<file path="src/sv/rrcs_pkg.sv">
// Shared types and codes of the round-robin scheduler block.
package rrcs_pkg;

    localparam logic [1:0] OP_LOAD  = 2'd0;
    localparam logic [1:0] OP_STEP  = 2'd1;
    localparam logic [1:0] OP_CLEAR = 2'd2;

    localparam logic [2:0] EV_RUN    = 3'd0;
    localparam logic [2:0] EV_IDLE   = 3'd1;
    localparam logic [2:0] EV_DONE   = 3'd2;
    localparam logic [2:0] EV_ACCEPT = 3'd3;
    localparam logic [2:0] EV_REJECT = 3'd4;

    localparam logic [9:0] QUANTUM_RESET = 10'd1;

    typedef struct packed {
        logic [7:0]  tag;
        logic [15:0] arrival;
        logic [15:0] burst;
        logic [15:0] remaining;
    } t_entry;

    typedef struct packed {
        logic [2:0]  event_kind;
        logic [7:0]  slice_tag;
        logic [31:0] slice_start;
        logic [31:0] slice_end;
        logic        process_finished;
        logic [31:0] turnaround;
        logic [31:0] waiting;
        logic [31:0] total_waiting;
        logic [31:0] total_turnaround;
        logic [6:0]  process_count;
    } t_result;

    typedef struct packed {
        logic latch_in;
        logic clear;
        logic res_reject;
        logic res_done;
        logic ld_init;
        logic ld_rd;
        logic ld_shift;
        logic ld_write;
        logic set_started;
        logic scan_start;
        logic scan_min;
        logic scan_run;
        logic ring_rd;
        logic tbl_rd;
        logic run;
        logic finish;
        logic idle_res;
        logic emit;
    } t_cmd;

    typedef struct packed {
        logic started;
        logic full;
        logic loaded_zero;
        logic all_finished;
        logic ld_greater;
        logic ld_last;
        logic scan_done;
        logic ring_empty;
        logic out_free;
    } t_status;

endpackage

</file>
<file path="src/sv/rrcs_ctrl.sv">
// Sequencer of the round-robin scheduler: decodes requests and steps the datapath.
module rrcs_ctrl (
    input  logic              i_clk,
    input  logic              i_rst_n,
    input  logic              i_in_valid,
    input  logic [1:0]        i_operation,
    output logic              o_in_ready,
    input  rrcs_pkg::t_status i_status,
    output rrcs_pkg::t_cmd    o_cmd
);
    import rrcs_pkg::*;

    localparam logic [3:0] S_IDLE     = 4'd0;
    localparam logic [3:0] S_LD_CHK   = 4'd1;
    localparam logic [3:0] S_LD_RD    = 4'd2;
    localparam logic [3:0] S_LD_CMP   = 4'd3;
    localparam logic [3:0] S_LD_WR    = 4'd4;
    localparam logic [3:0] S_ST_CHK   = 4'd5;
    localparam logic [3:0] S_ADM1     = 4'd6;
    localparam logic [3:0] S_SEL      = 4'd7;
    localparam logic [3:0] S_MIN      = 4'd8;
    localparam logic [3:0] S_IDLE_RES = 4'd9;
    localparam logic [3:0] S_TBL_RD   = 4'd10;
    localparam logic [3:0] S_RUN      = 4'd11;
    localparam logic [3:0] S_ADM2     = 4'd12;
    localparam logic [3:0] S_FIN      = 4'd13;
    localparam logic [3:0] S_EMIT     = 4'd14;

    logic [3:0] r_state;
    logic [3:0] n_state;

    always_ff @(posedge i_clk) begin
        if (!i_rst_n) begin
            r_state <= S_IDLE;
        end else begin
            r_state <= n_state;
        end
    end

    assign o_in_ready = (r_state == S_IDLE);

    always_comb begin
        n_state = r_state;
        o_cmd   = '0;
        case (r_state)
            S_IDLE: begin
                if (i_in_valid) begin
                    o_cmd.latch_in = 1'b1;
                    case (i_operation)
                        OP_LOAD:  n_state = S_LD_CHK;
                        OP_STEP:  n_state = S_ST_CHK;
                        OP_CLEAR: begin
                            o_cmd.clear = 1'b1;
                            n_state     = S_EMIT;
                        end
                        default:  n_state = S_IDLE;
                    endcase
                end
            end
            S_LD_CHK: begin
                if (i_status.started || i_status.full) begin
                    o_cmd.res_reject = 1'b1;
                    n_state          = S_EMIT;
                end else begin
                    o_cmd.ld_init = 1'b1;
                    n_state       = i_status.loaded_zero ? S_LD_WR : S_LD_RD;
                end
            end
            S_LD_RD: begin
                o_cmd.ld_rd = 1'b1;
                n_state     = S_LD_CMP;
            end
            S_LD_CMP: begin
                if (i_status.ld_greater) begin
                    o_cmd.ld_shift = 1'b1;
                    n_state        = i_status.ld_last ? S_LD_WR : S_LD_RD;
                end else begin
                    n_state = S_LD_WR;
                end
            end
            S_LD_WR: begin
                o_cmd.ld_write = 1'b1;
                n_state        = S_EMIT;
            end
            S_ST_CHK: begin
                o_cmd.set_started = 1'b1;
                if (i_status.all_finished) begin
                    o_cmd.res_done = 1'b1;
                    n_state        = S_EMIT;
                end else begin
                    o_cmd.scan_start = 1'b1;
                    n_state          = S_ADM1;
                end
            end
            S_ADM1: begin
                o_cmd.scan_run = 1'b1;
                if (i_status.scan_done) begin
                    n_state = S_SEL;
                end
            end
            S_SEL: begin
                if (i_status.ring_empty) begin
                    o_cmd.scan_start = 1'b1;
                    o_cmd.scan_min   = 1'b1;
                    n_state          = S_MIN;
                end else begin
                    o_cmd.ring_rd = 1'b1;
                    n_state       = S_TBL_RD;
                end
            end
            S_MIN: begin
                o_cmd.scan_run = 1'b1;
                if (i_status.scan_done) begin
                    n_state = S_IDLE_RES;
                end
            end
            S_IDLE_RES: begin
                o_cmd.idle_res = 1'b1;
                n_state        = S_EMIT;
            end
            S_TBL_RD: begin
                o_cmd.tbl_rd = 1'b1;
                n_state      = S_RUN;
            end
            S_RUN: begin
                o_cmd.run        = 1'b1;
                o_cmd.scan_start = 1'b1;
                n_state          = S_ADM2;
            end
            S_ADM2: begin
                o_cmd.scan_run = 1'b1;
                if (i_status.scan_done) begin
                    n_state = S_FIN;
                end
            end
            S_FIN: begin
                o_cmd.finish = 1'b1;
                n_state      = S_EMIT;
            end
            S_EMIT: begin
                if (i_status.out_free) begin
                    o_cmd.emit = 1'b1;
                    n_state    = S_IDLE;
                end
            end
            default: n_state = S_IDLE;
        endcase
    end

endmodule

</file>
<file path="config.mk">
export PLATFORM = sky130hd
export DESIGN_NAME = rrcs_ctrl
export DESIGN_NICKNAME = d
export VERILOG_FILES = /design/src/sv/rrcs_pkg.sv /design/src/sv/rrcs_ctrl.sv
export SDC_FILE = /design/constraint.sdc
export NUM_CORES = 1
export LEC_CHECK = 0
export ABC_CLOCK_PERIOD_IN_PS = 1400
export BUFFER_PORTS_ARGS = -buffer_cell sky130_fd_sc_hd__buf_2
export CORE_MARGIN = 8
export CORE_UTILIZATION = 40
export CTS_CLUSTER_DIAMETER = 30
export DETAILED_ROUTE_END_ITERATION = 6
export GPL_TIMING_DRIVEN = 1
export MAX_ROUTING_LAYER = met4
export PLACE_DENSITY_LB_ADDON = 0.08
export REMOVE_ABC_BUFFERS = 1
export SLEW_MARGIN = 20
export SYNTH_ARGS = -nofsm -noshare
export SYNTH_HDL_FRONTEND = slang
export SYNTH_SLANG_ARGS = --single-unit
</file>
<file path="constraint.sdc">
create_clock -name i_clk -period 1.4 [get_ports i_clk]
set_input_delay 0.21 -clock i_clk [delete_from_list [all_inputs] [get_ports i_clk]]
set_output_delay 0.21 -clock i_clk [all_outputs]
set_load 0.02 [all_outputs]
</file>
==> results of run 1 <==
==> logic make-up (layout without fill, tap and decap cells) <==
logic type / count (synthesis) / count (layout) / synth area share
buf+inv: 13 / 73 / 0.100
compound gates: 24 / 24 / 0.292
fa+ha+maj: 4 / 4 / 0.0758
flops: 4 / 4 / 0.121
simple gates: 50 / 50 / 0.381
mux: 2 / 2 / 0.0303
==> final cells by class <==
type,instances,area share
flip-flops and latches,4,0.0683
multi-input cells,80,0.498
inverters,5,0.0157
repair buffers,65,0.387
clock buffers,3,0.0166
well taps,16,0.0148
==> per-stage QoR <==
stage | hold WS [ns] | TNS, ns
after floorplan | 0.449 | -2.56
after global placement | 0.580 | -0.479
after detailed placement | 0.581 | -0.457
after CTS | 0.328 | -0.810
after global routing | 0.406 | -2.57
final | 0.385 | -1.68
==> cells in the final DEF, fill, tap and decap left out, drive strengths merged, types with 4 or more instances in the layout <==
cell / synthesis / routed
a21oi: 5 / 5
nand2: 10 / 10
nor3: 5 / 5
and3: 4 / 4
inv: 5 / 5
nor2b: 4 / 4
dfxtp: 4 / 4
buf: 8 / 65
ha: 4 / 4
nor2: 14 / 14
==> repair_timing <==
| action | in CTS | in global routing |
|---|---|---|
| endpoints found under the hold margin | 0 | 0 |
| gates resized for setup | 58 | 27 |
| setup buffers | 7 | 2 |
| endpoints found under the setup margin | 23 | 23 |
| cloned | 1 | 0 |
| pin swaps | 10 | 8 |
==> power breakdown <==
| group | leakage, nW | switching (mW) | internal (mW) |
|---|---|---|---|
| logic | 0.596 | 1.24 | 1.20 |
| clock network | 0.0138 | 0.0541 | 0.0964 |
| registers | 0.0354 | 0.120 | 0.195 |
| total | 0.645 | 1.41 | 1.49 |
==> layer usage <==
layer / share of wire / global-route usage / wire, µm / up-vias
met1: 0.39 / 0.208 / 1350 / 501
met4: 0.052 / 0.0928 / 182 / 0
li1: - / - / - / 479
met5: 0 / - / 0 / -
met2: 0.48 / 0.324 / 1680 / 79
met3: 0.080 / 0.0382 / 277 / 22
==> worst min-delay path by stage <==
| stage | to | slack, ns | depth (start not counted) | start |
|---|---|---|---|---|
| 2_1_floorplan | r_state[0] | 0.45 | 3 | i_rst_n |
| 4_1_cts | r_state[0] | 0.33 | 4 | i_rst_n |
| 5_1_grt | r_state[0] | 0.41 | 4 | i_rst_n |
| 3_5_place_dp | r_state[0] | 0.58 | 4 | i_rst_n |
| 6_report | r_state[0] | 0.38 | 4 | i_rst_n |
| 3_3_place_gp | r_state[0] | 0.58 | 4 | i_rst_n |
==> worst max-delay path: cells and delay by family (launching register included) <==
kind / cells / cell delay, ns
AO/OA/AOI/OAI: 3 / 0.78
flip-flops: 1 / 0.35
buffers and inverters: 2 / 0.27
AND/OR/NAND/NOR: 1 / 0.08
==> results.sh, run 1 <==
export IMPL_status="finished with violations"
export IMPL_violations="setup timing"
export IMPL_fmax_mhz=628
export IMPL_syn_avg_cell_area_um2=6.81
export IMPL_area_growth_pct=105
export IMPL_viasPerCell=6.25
export IMPL_clock_path_buffers=2
export IMPL_cts_tree="done"
export IMPL_regToRegEndpoint="r_state[2]"
export IMPL_antenna_found_initial=0
export IMPL_rrSetupSlack_ns=-0.19
export IMPL_min_path_type="in2reg"
export IMPL_die_y_um=56.6
export IMPL_pin_count=33
export IMPL_irDropWorstVdd_v=0.00134
export IMPL_reg2reg_depth=6
export IMPL_die_area_um2=3210
export IMPL_synth_most_common_cell="nor2_1"
export IMPL_fin_crit_sh=1.14
export IMPL_power_density_nw_per_um2=2140
export IMPL_cp_cell_sequence="buf_6, buf_4, nor2b_1, a222oi_1, o221ai_1, a32o_1"
export IMPL_postCtsHoldBufs=0
export IMPL_worst_pin_slew_ns=0.408
export IMPL_async_reset_ff_frac=0
export IMPL_cp_slowest_cell="a222oi_1"
export IMPL_register_area_um2=92.6
export IMPL_hold_violations=0
export IMPL_finalSetupViolations=21
export IMPL_worstSetupStartpoint="r_state[2]"
export IMPL_nNetsFinal=177
export IMPL_synth_top_area_share=0.121
export IMPL_insertion_delay_ns=0.24
export IMPL_start_kind="flop"
export IMPL_slew_headroom=0.728
export IMPL_cts_buffers=3
export IMPL_drtPass1Iterations=4
export IMPL_grt_max_degree=9
export IMPL_placedInstanceArea_um2=966
export IMPL_worstSetupEndpointType="flop"
export IMPL_vias=1081
export IMPL_place_ws_ns=-0.139
export IMPL_wirelength_um=3480
export IMPL_synth_seq_cells=4
export IMPL_crit_reg2reg_launch="r_state[2]"
export IMPL_place_inst=160
export IMPL_regMostFlops="r_state"
export IMPL_path_max_fanout=5
export IMPL_drtIter0Drc=47
export IMPL_first_global_vias=1093
export IMPL_ys_warn_count=0
export IMPL_port_buffers=32
export IMPL_top_regs="r_state x4"
export IMPL_stdcell_area_um2=1360
export IMPL_layout_cells_non_filler=173
export IMPL_overflow=0
export IMPL_synth_common_cells="nor2_1, nand2_1, buf_2, inv_1, nor3_1"
export IMPL_cts_sinks=4
export IMPL_gp_congestion=0.961
export IMPL_p_total_mw=2.90
export IMPL_finish_utilization=0.889
export IMPL_coreArea_um2=1520
export IMPL_synth_area_leaders="dfxtp_1, nor2_1, ha_1"
export IMPL_root_buffer="clkbuf_4"
export IMPL_rsz0062_at_grt="true"
export IMPL_cap_violations=0
export IMPL_min_period_ns=1.59
export IMPL_worst_clock_skew_ns=0.00347
export IMPL_rows=14
export IMPL_slew_viol_final=0
export IMPL_htreeDepth=1
export IMPL_synth_top_cell_by_area="dfxtp_1"
export IMPL_critPathMaxStageDelay_ns=0.39
export IMPL_drive_gt1_frac=0.631
export IMPL_ys_types=34
export IMPL_power_leakage_nw=0.645
export IMPL_drt_wirelength_per_cell_um=20.1
export IMPL_hpwl_um=1850
export IMPL_required_ns=1.53
export IMPL_diodes=0
export IMPL_path_class="reg2reg"
export IMPL_grt_pass1_wl_um=5070
export IMPL_synth_main_ff_cell="dfxtp_1"
export IMPL_multi_input_area_um2=674
export IMPL_seq_area_frac_synth=0.121
export IMPL_n_fill_cell=73
export IMPL_synth_area_um2=661
export IMPL_track_usage=0.192
export IMPL_fin_ws_ns=-0.191
export IMPL_cp_endpoint="r_state[2]"
export IMPL_initial_core_util=0.433
export IMPL_drtAntennaViolNets=0
export IMPL_path_clk_slew_ns=0.04
export IMPL_die_w_um=56.6
export IMPL_crit_arrival_ns=1.72
export IMPL_drc=0
export IMPL_largest_reg_flops=4
export IMPL_synthCells=97
export IMPL_synth_edff_count=0
Note: power is estimated with default switching activity, not from simulation.
==> inputs of run 2 (changes only) <==
--- a/config.mk
+++ b/config.mk
@@ -5,10 +5,9 @@
 export SDC_FILE = /design/constraint.sdc
 export NUM_CORES = 1
 export LEC_CHECK = 0
-export ABC_CLOCK_PERIOD_IN_PS = 1400
+export ABC_CLOCK_PERIOD_IN_PS = 1800
 export BUFFER_PORTS_ARGS = -buffer_cell sky130_fd_sc_hd__buf_2
-export CORE_MARGIN = 8
-export CORE_UTILIZATION = 40
+export CORE_UTILIZATION = 44
 export CTS_CLUSTER_DIAMETER = 30
 export DETAILED_ROUTE_END_ITERATION = 6
 export GPL_TIMING_DRIVEN = 1
==> constraint.sdc (replaced) <==
create_clock -name i_clk -period 1.8 [get_ports i_clk]
set_input_delay 0.27 -clock i_clk [delete_from_list [all_inputs] [get_ports i_clk]]
set_output_delay 0.27 -clock i_clk [all_outputs]
set_load 0.02 [all_outputs]
==> run 2 against run 1 <==
Effect of this change: the run now ends clean; total power down 53%; final area fell by 35%; clock power decreased by 28%; cell count shrank 16%; hold slack gained 0.0070 ns; via count decreased by 22%; critical endpoint is now o_cmd[5]; largest cell class unchanged; highest routed layer is now met3.
==> results.sh, run 2 (synthesis results as in run 1) <==
export IMPL_top_regs="r_state x4"
export IMPL_mostFrequentLayoutCells="buf_2, nor2_1, nand2_1"
export IMPL_cts_buffers=3
export IMPL_rsz0062_at_grt="true"
export IMPL_rrSetupSlack_ns=0.27
export IMPL_gp_congestion=0.828
export IMPL_drive_gt1_frac=0.382
export IMPL_drtIter0Drc=29
export IMPL_p_int_uw=637
export IMPL_port_buffers=32
export IMPL_cp_cell_sequence="buf_4, nor2_1, nand2_1, nor2_1, buf_2"
export IMPL_rows=13
export IMPL_n_fill_cell=140
export IMPL_fmax_mhz=591
export IMPL_regToRegEndpoint="r_state[2]"
export IMPL_viasPerCell=5.77
export IMPL_worst_clock_skew_ns=0.00163
export IMPL_largest_reg_flops=4
export IMPL_post_cts_buffers=0
export IMPL_finish_utilization=0.652
export IMPL_final_common_cell="buf_2"
export IMPL_irDropWorstVdd_v=0.00103
export IMPL_finalSetupViolations=0
export IMPL_clkPwrFrac=0.080
export IMPL_drc=0
export IMPL_cp_endpoint="o_cmd[5]"
export IMPL_slew_viol_final=0
export IMPL_switching_share=0.529
export IMPL_pin_count=33
export IMPL_first_global_vias=618
export IMPL_antenna_found_initial=0
export IMPL_min_period_ns=1.69
export IMPL_track_usage=0.244
export IMPL_path_max_fanout=11
export IMPL_drtAntennaViolNets=0
export IMPL_start_kind="flop"
export IMPL_overflow=0
export IMPL_drtPass1Iterations=4
export IMPL_min_path_type="in2reg"
export IMPL_initial_core_util=0.489
export IMPL_path_class="reg2out"
export IMPL_htreeDepth=1
export IMPL_required_ns=1.53
export IMPL_insertion_delay_ns=0.23
export IMPL_worst_pin_slew_ns=0.381
export IMPL_worstSetupStartpoint="r_state[3]"
export IMPL_wirelength_um=1840
export IMPL_p_sw_uw=716
export IMPL_die_area_um2=1660
export IMPL_power_density_nw_per_um2=1540
export IMPL_cp_slowest_cell="dfxtp_2"
export IMPL_status="complete, no violations"
export IMPL_slew_headroom=0.743
export IMPL_coreArea_um2=1350
export IMPL_cts_tree="done"
export IMPL_grt_max_degree=14
export IMPL_cts_sinks=4
export IMPL_critPathMaxStageDelay_ns=0.37
export IMPL_p_total_mw=1.35
export IMPL_root_buffer="clkbuf_4"
export IMPL_nNetsFinal=151
export IMPL_worstSetupEndpointType="output port"
export IMPL_diodes=0
export IMPL_power_leakage_nw=0.446
export IMPL_combPwrFrac=0.724
export IMPL_crit_arrival_ns=1.42
export IMPL_crit_top_cell="nor2_1"
export IMPL_path_clk_slew_ns=0.04
export IMPL_clock_path_buffers=2
export IMPL_regMostFlops="r_state"
export IMPL_power_frac_seq=0.196
export IMPL_hold_violations=0
export IMPL_grt_pass1_wl_um=2620
export IMPL_vias=843
export IMPL_holdPathStages=4
export IMPL_die_y_um=40.8
export IMPL_fin_crit_sh=0.941
export IMPL_hpwl_um=1450
export IMPL_cap_violations=0
export IMPL_area_growth_pct=33.1
export IMPL_die_w_um=40.8
export IMPL_reg2reg_depth=5
export IMPL_crit_reg2reg_launch="r_state[3]"
export IMPL_drt_wirelength_per_cell_um=12.6
run 2: cell count changes in the layout (fill, tap and decap cells not counted), sizes merged:
cell,delta
buf,-26
run 2: worst min path at each step:
| stage | startpoint | end | slack, ns |
|---|---|---|---|
| global route | i_rst_n | r_state[0] | 0.40 |
| finish | i_rst_n | r_state[0] | 0.39 |
| global placement | i_rst_n | r_state[0] | 0.64 |
| detailed placement | i_rst_n | r_state[0] | 0.64 |
| CTS | i_rst_n | r_state[0] | 0.38 |
| floorplan | i_rst_n | r_state[0] | 0.51 |
run 2: power by group through the flow:
stage | Sequential (mW) | Combinational [mW] | Clock (mW)
after floorplan | 0.271 | 0.600 | 0
after global placement | 0.244 | 0.944 | 0
after detailed placement | 0.247 | 0.958 | 0
after CTS | 0.252 | 0.967 | 0.116
after global routing | 0.282 | 1.07 | 0.124
final | 0.265 | 0.980 | 0.108
run 2: routing by layer:
metal  part of all wire  global-route usage  wire (µm)
met4                  0              0.0750          0
met5                  0                   -          0
met3              0.036              0.0326         67
met1               0.44               0.289        820
met2               0.52               0.425        956
run 2: what timing repair did:
item                       4_1_cts  5_1_grt
resized for setup                3        4
hold buffers                     0        0
setup endpoints to repair        3       11
run 2: critical path, delay by kind of cell, from the launching register on:
| family | cells | cell delay [ns] |
|---|---|---|
| simple gates | 3 | 0.48 |
| flops | 1 | 0.37 |
| buf+inv | 2 | 0.34 |
run 2: final cells by class:
type                       instances  area, µm²  area share
multi-input combinational         80        522       0.593
timing repair buffer              39        213       0.242
sequential                         4       85.1      0.0967
clock buffer                       3       22.5      0.0256
inverter                           5       18.8      0.0213
tap                               15       18.8      0.0213
run 2: through the flow:
stage / std cells / TNS (ns) / area [µm²] / hold WS, ns / worst slack [ns]
after CTS: 146 / -0.000269 / 871 / 0.383 / -0.000269
final: 146 / 0 / 880 / 0.392 / 0.107
after global routing: 146 / -0.00292 / 880 / 0.403 / -0.00292
after global placement: 143 / 0 / 845 / 0.637 / 0.227
after detailed placement: 143 / 0 / 845 / 0.637 / 0.170
after floorplan: 89 / -0.278 / 613 / 0.509 / -0.157
==> inputs of run 3 (changes only) <==
--- a/config.mk
+++ b/config.mk
@@ -14,6 +14,7 @@
 export MAX_ROUTING_LAYER = met4
 export PLACE_DENSITY_LB_ADDON = 0.08
 export REMOVE_ABC_BUFFERS = 1
+export SETUP_SLACK_MARGIN = 0.15
 export SLEW_MARGIN = 20
 export SYNTH_ARGS = -nofsm -noshare
 export SYNTH_HDL_FRONTEND = slang
==> run 3 against run 2 <==
Effect of this change: first-iteration DRC count shrank 28%; core utilization increased by 3.2 points; sequential share of layout area grew 0.37 points; largest power group unchanged; die area is the same; largest cell class unchanged; flip-flop and latch count unchanged.
==> results.sh, run 3 (synthesis results as in run 1) <==
export IMPL_hpwl_um=1450
export IMPL_start_kind="flop"
export IMPL_required_ns=1.53
export IMPL_slew_headroom=0.719
export IMPL_fmax_mhz=609
export IMPL_regMostFlops="r_state"
export IMPL_drive_gt1_frac=0.420
export IMPL_top_regs="r_state x4"
export IMPL_slew_viol_final=0
export IMPL_worst_clock_skew_ns=0.000888
export IMPL_pin_count=33
export IMPL_initial_core_util=0.489
export IMPL_hold_violations=0
export IMPL_irDropWorstVdd_v=0.00101
export IMPL_drc=0
export IMPL_first_global_vias=609
export IMPL_diodes=0
export IMPL_critPathMaxStageDelay_ns=0.39
export IMPL_drtPass1Iterations=4
export IMPL_port_buffers=32
export IMPL_power_density_nw_per_um2=1560
export IMPL_drtIter0Drc=21
export IMPL_fin_crit_sh=0.912
export IMPL_vias=849
export IMPL_insertion_delay_ns=0.23
export IMPL_placedInstanceArea_um2=845
export IMPL_final_common_cell="buf_2"
export IMPL_overflow=0
export IMPL_min_path_type="in2reg"
export IMPL_worstSetupEndpointType="output port"
export IMPL_finalSetupViolations=0
export IMPL_grt_pass1_wl_um=2640
export IMPL_cts_buffers=3
export IMPL_min_period_ns=1.64
export IMPL_grt_max_degree=14
export IMPL_cp_cell_sequence="inv_4, nand2_1, o32a_1, nor2_1, buf_2"
export IMPL_viasPerCell=5.82
export IMPL_nNetsFinal=151
export IMPL_die_w_um=40.8
export IMPL_largest_reg_flops=4
export IMPL_finish_utilization=0.683
export IMPL_cap_violations=0
export IMPL_die_y_um=40.8
export IMPL_die_area_um2=1660
export IMPL_root_buffer="clkbuf_4"
export IMPL_path_class="reg2out"
export IMPL_path_clk_slew_ns=0.04
export IMPL_rsz0062_at_grt="true"
export IMPL_n_fill_cell=138
export IMPL_stdcell_area_um2=922
export IMPL_area_growth_pct=39.6
export IMPL_antenna_found_initial=0
export IMPL_coreArea_um2=1350
export IMPL_drt_wirelength_per_cell_um=13.1
export IMPL_wirelength_um=1910
export IMPL_path_max_fanout=13
export IMPL_htreeDepth=1
export IMPL_cts_sinks=4
export IMPL_worst_hold_slack_ns=0.386
export IMPL_crit_arrival_ns=1.37
export IMPL_clock_path_buffers=2
export IMPL_status="complete, no violations"
export IMPL_fin_setup_tns_ns=0
export IMPL_gp_congestion=0.828
export IMPL_mostFrequentLayoutCells="buf_2, nor2_1, nand2_1"
export IMPL_power_leakage_nw=0.453
export IMPL_worst_pin_slew_ns=0.416
export IMPL_track_usage=0.247
export IMPL_cts_tree="done"
export IMPL_rows=13
export IMPL_drtAntennaViolNets=0
export IMPL_post_cts_buffers=0
export IMPL_cp_slowest_cell="dfxtp_4"
run 3: cell counts in the layout (fill, tap and decap cells not counted):
No cell type changed its count.
run 3: layout make-up:
| type | count | area (µm²) | area share |
|---|---|---|---|
| multi-input cells | 80 | 546 | 0.592 |
| repair buffers | 39 | 221 | 0.240 |
| flip-flops and latches | 4 | 92.6 | 0.100 |
| clock buffers | 3 | 22.5 | 0.0244 |
| inverters | 5 | 21.3 | 0.0231 |
| well taps | 15 | 18.8 | 0.0204 |
run 3: power by group:
group          switching, mW  leakage, nW  internal (mW)
Sequential             0.143       0.0354          0.153
Clock                 0.0340       0.0138         0.0744
Combinational          0.574        0.404          0.456
Total                  0.751        0.453          0.683
run 3: worst max-delay path: cells and delay by family (launching register included):
kind,cells,cell delay [ns]
AND/OR/NAND/NOR,2,0.19
flip-flops,1,0.39
AO/OA/AOI/OAI,1,0.30
buffers and inverters,2,0.25
run 3: per-layer routing:
| layer | vias to the layer above | global-route usage | part of all wire |
|---|---|---|---|
| li1 | 428 | - | - |
| met1 | 393 | 0.302 | 0.43 |
| met2 | 28 | 0.417 | 0.52 |
| met3 | 0 | 0.0326 | 0.047 |
| met4 | 0 | 0.0750 | 0 |
| met5 | - | - | 0 |
run 3: repair_timing:
item	4_1_cts	5_1_grt
hold buffers	0	0
setup endpoints to repair	16	10
gates resized for setup	10	9
pin swaps	1	0
endpoints found under the hold margin	0	0
run 3: stage by stage:
step	power [mW]	cells	setup slack, ns
6_report	1.43	146	0.159
3_3_place_gp	1.19	143	0.227
3_5_place_dp	1.20	143	0.170
2_1_floorplan	0.871	89	-0.157
5_1_grt	1.55	146	0.0450
4_1_cts	1.36	146	0.120
run 3: final timing paths:
kind | start | slack, ns | endpoint | cells after the start
setup / recovery | r_state[1] | 0.16 | o_cmd[8] | 5
hold / removal | i_rst_n | 0.39 | r_state[0] | 4
hold reg to reg | r_state[3] | 0.62 | r_state[0] | 1
setup reg to reg | r_state[2] | 0.31 | r_state[2] | 5
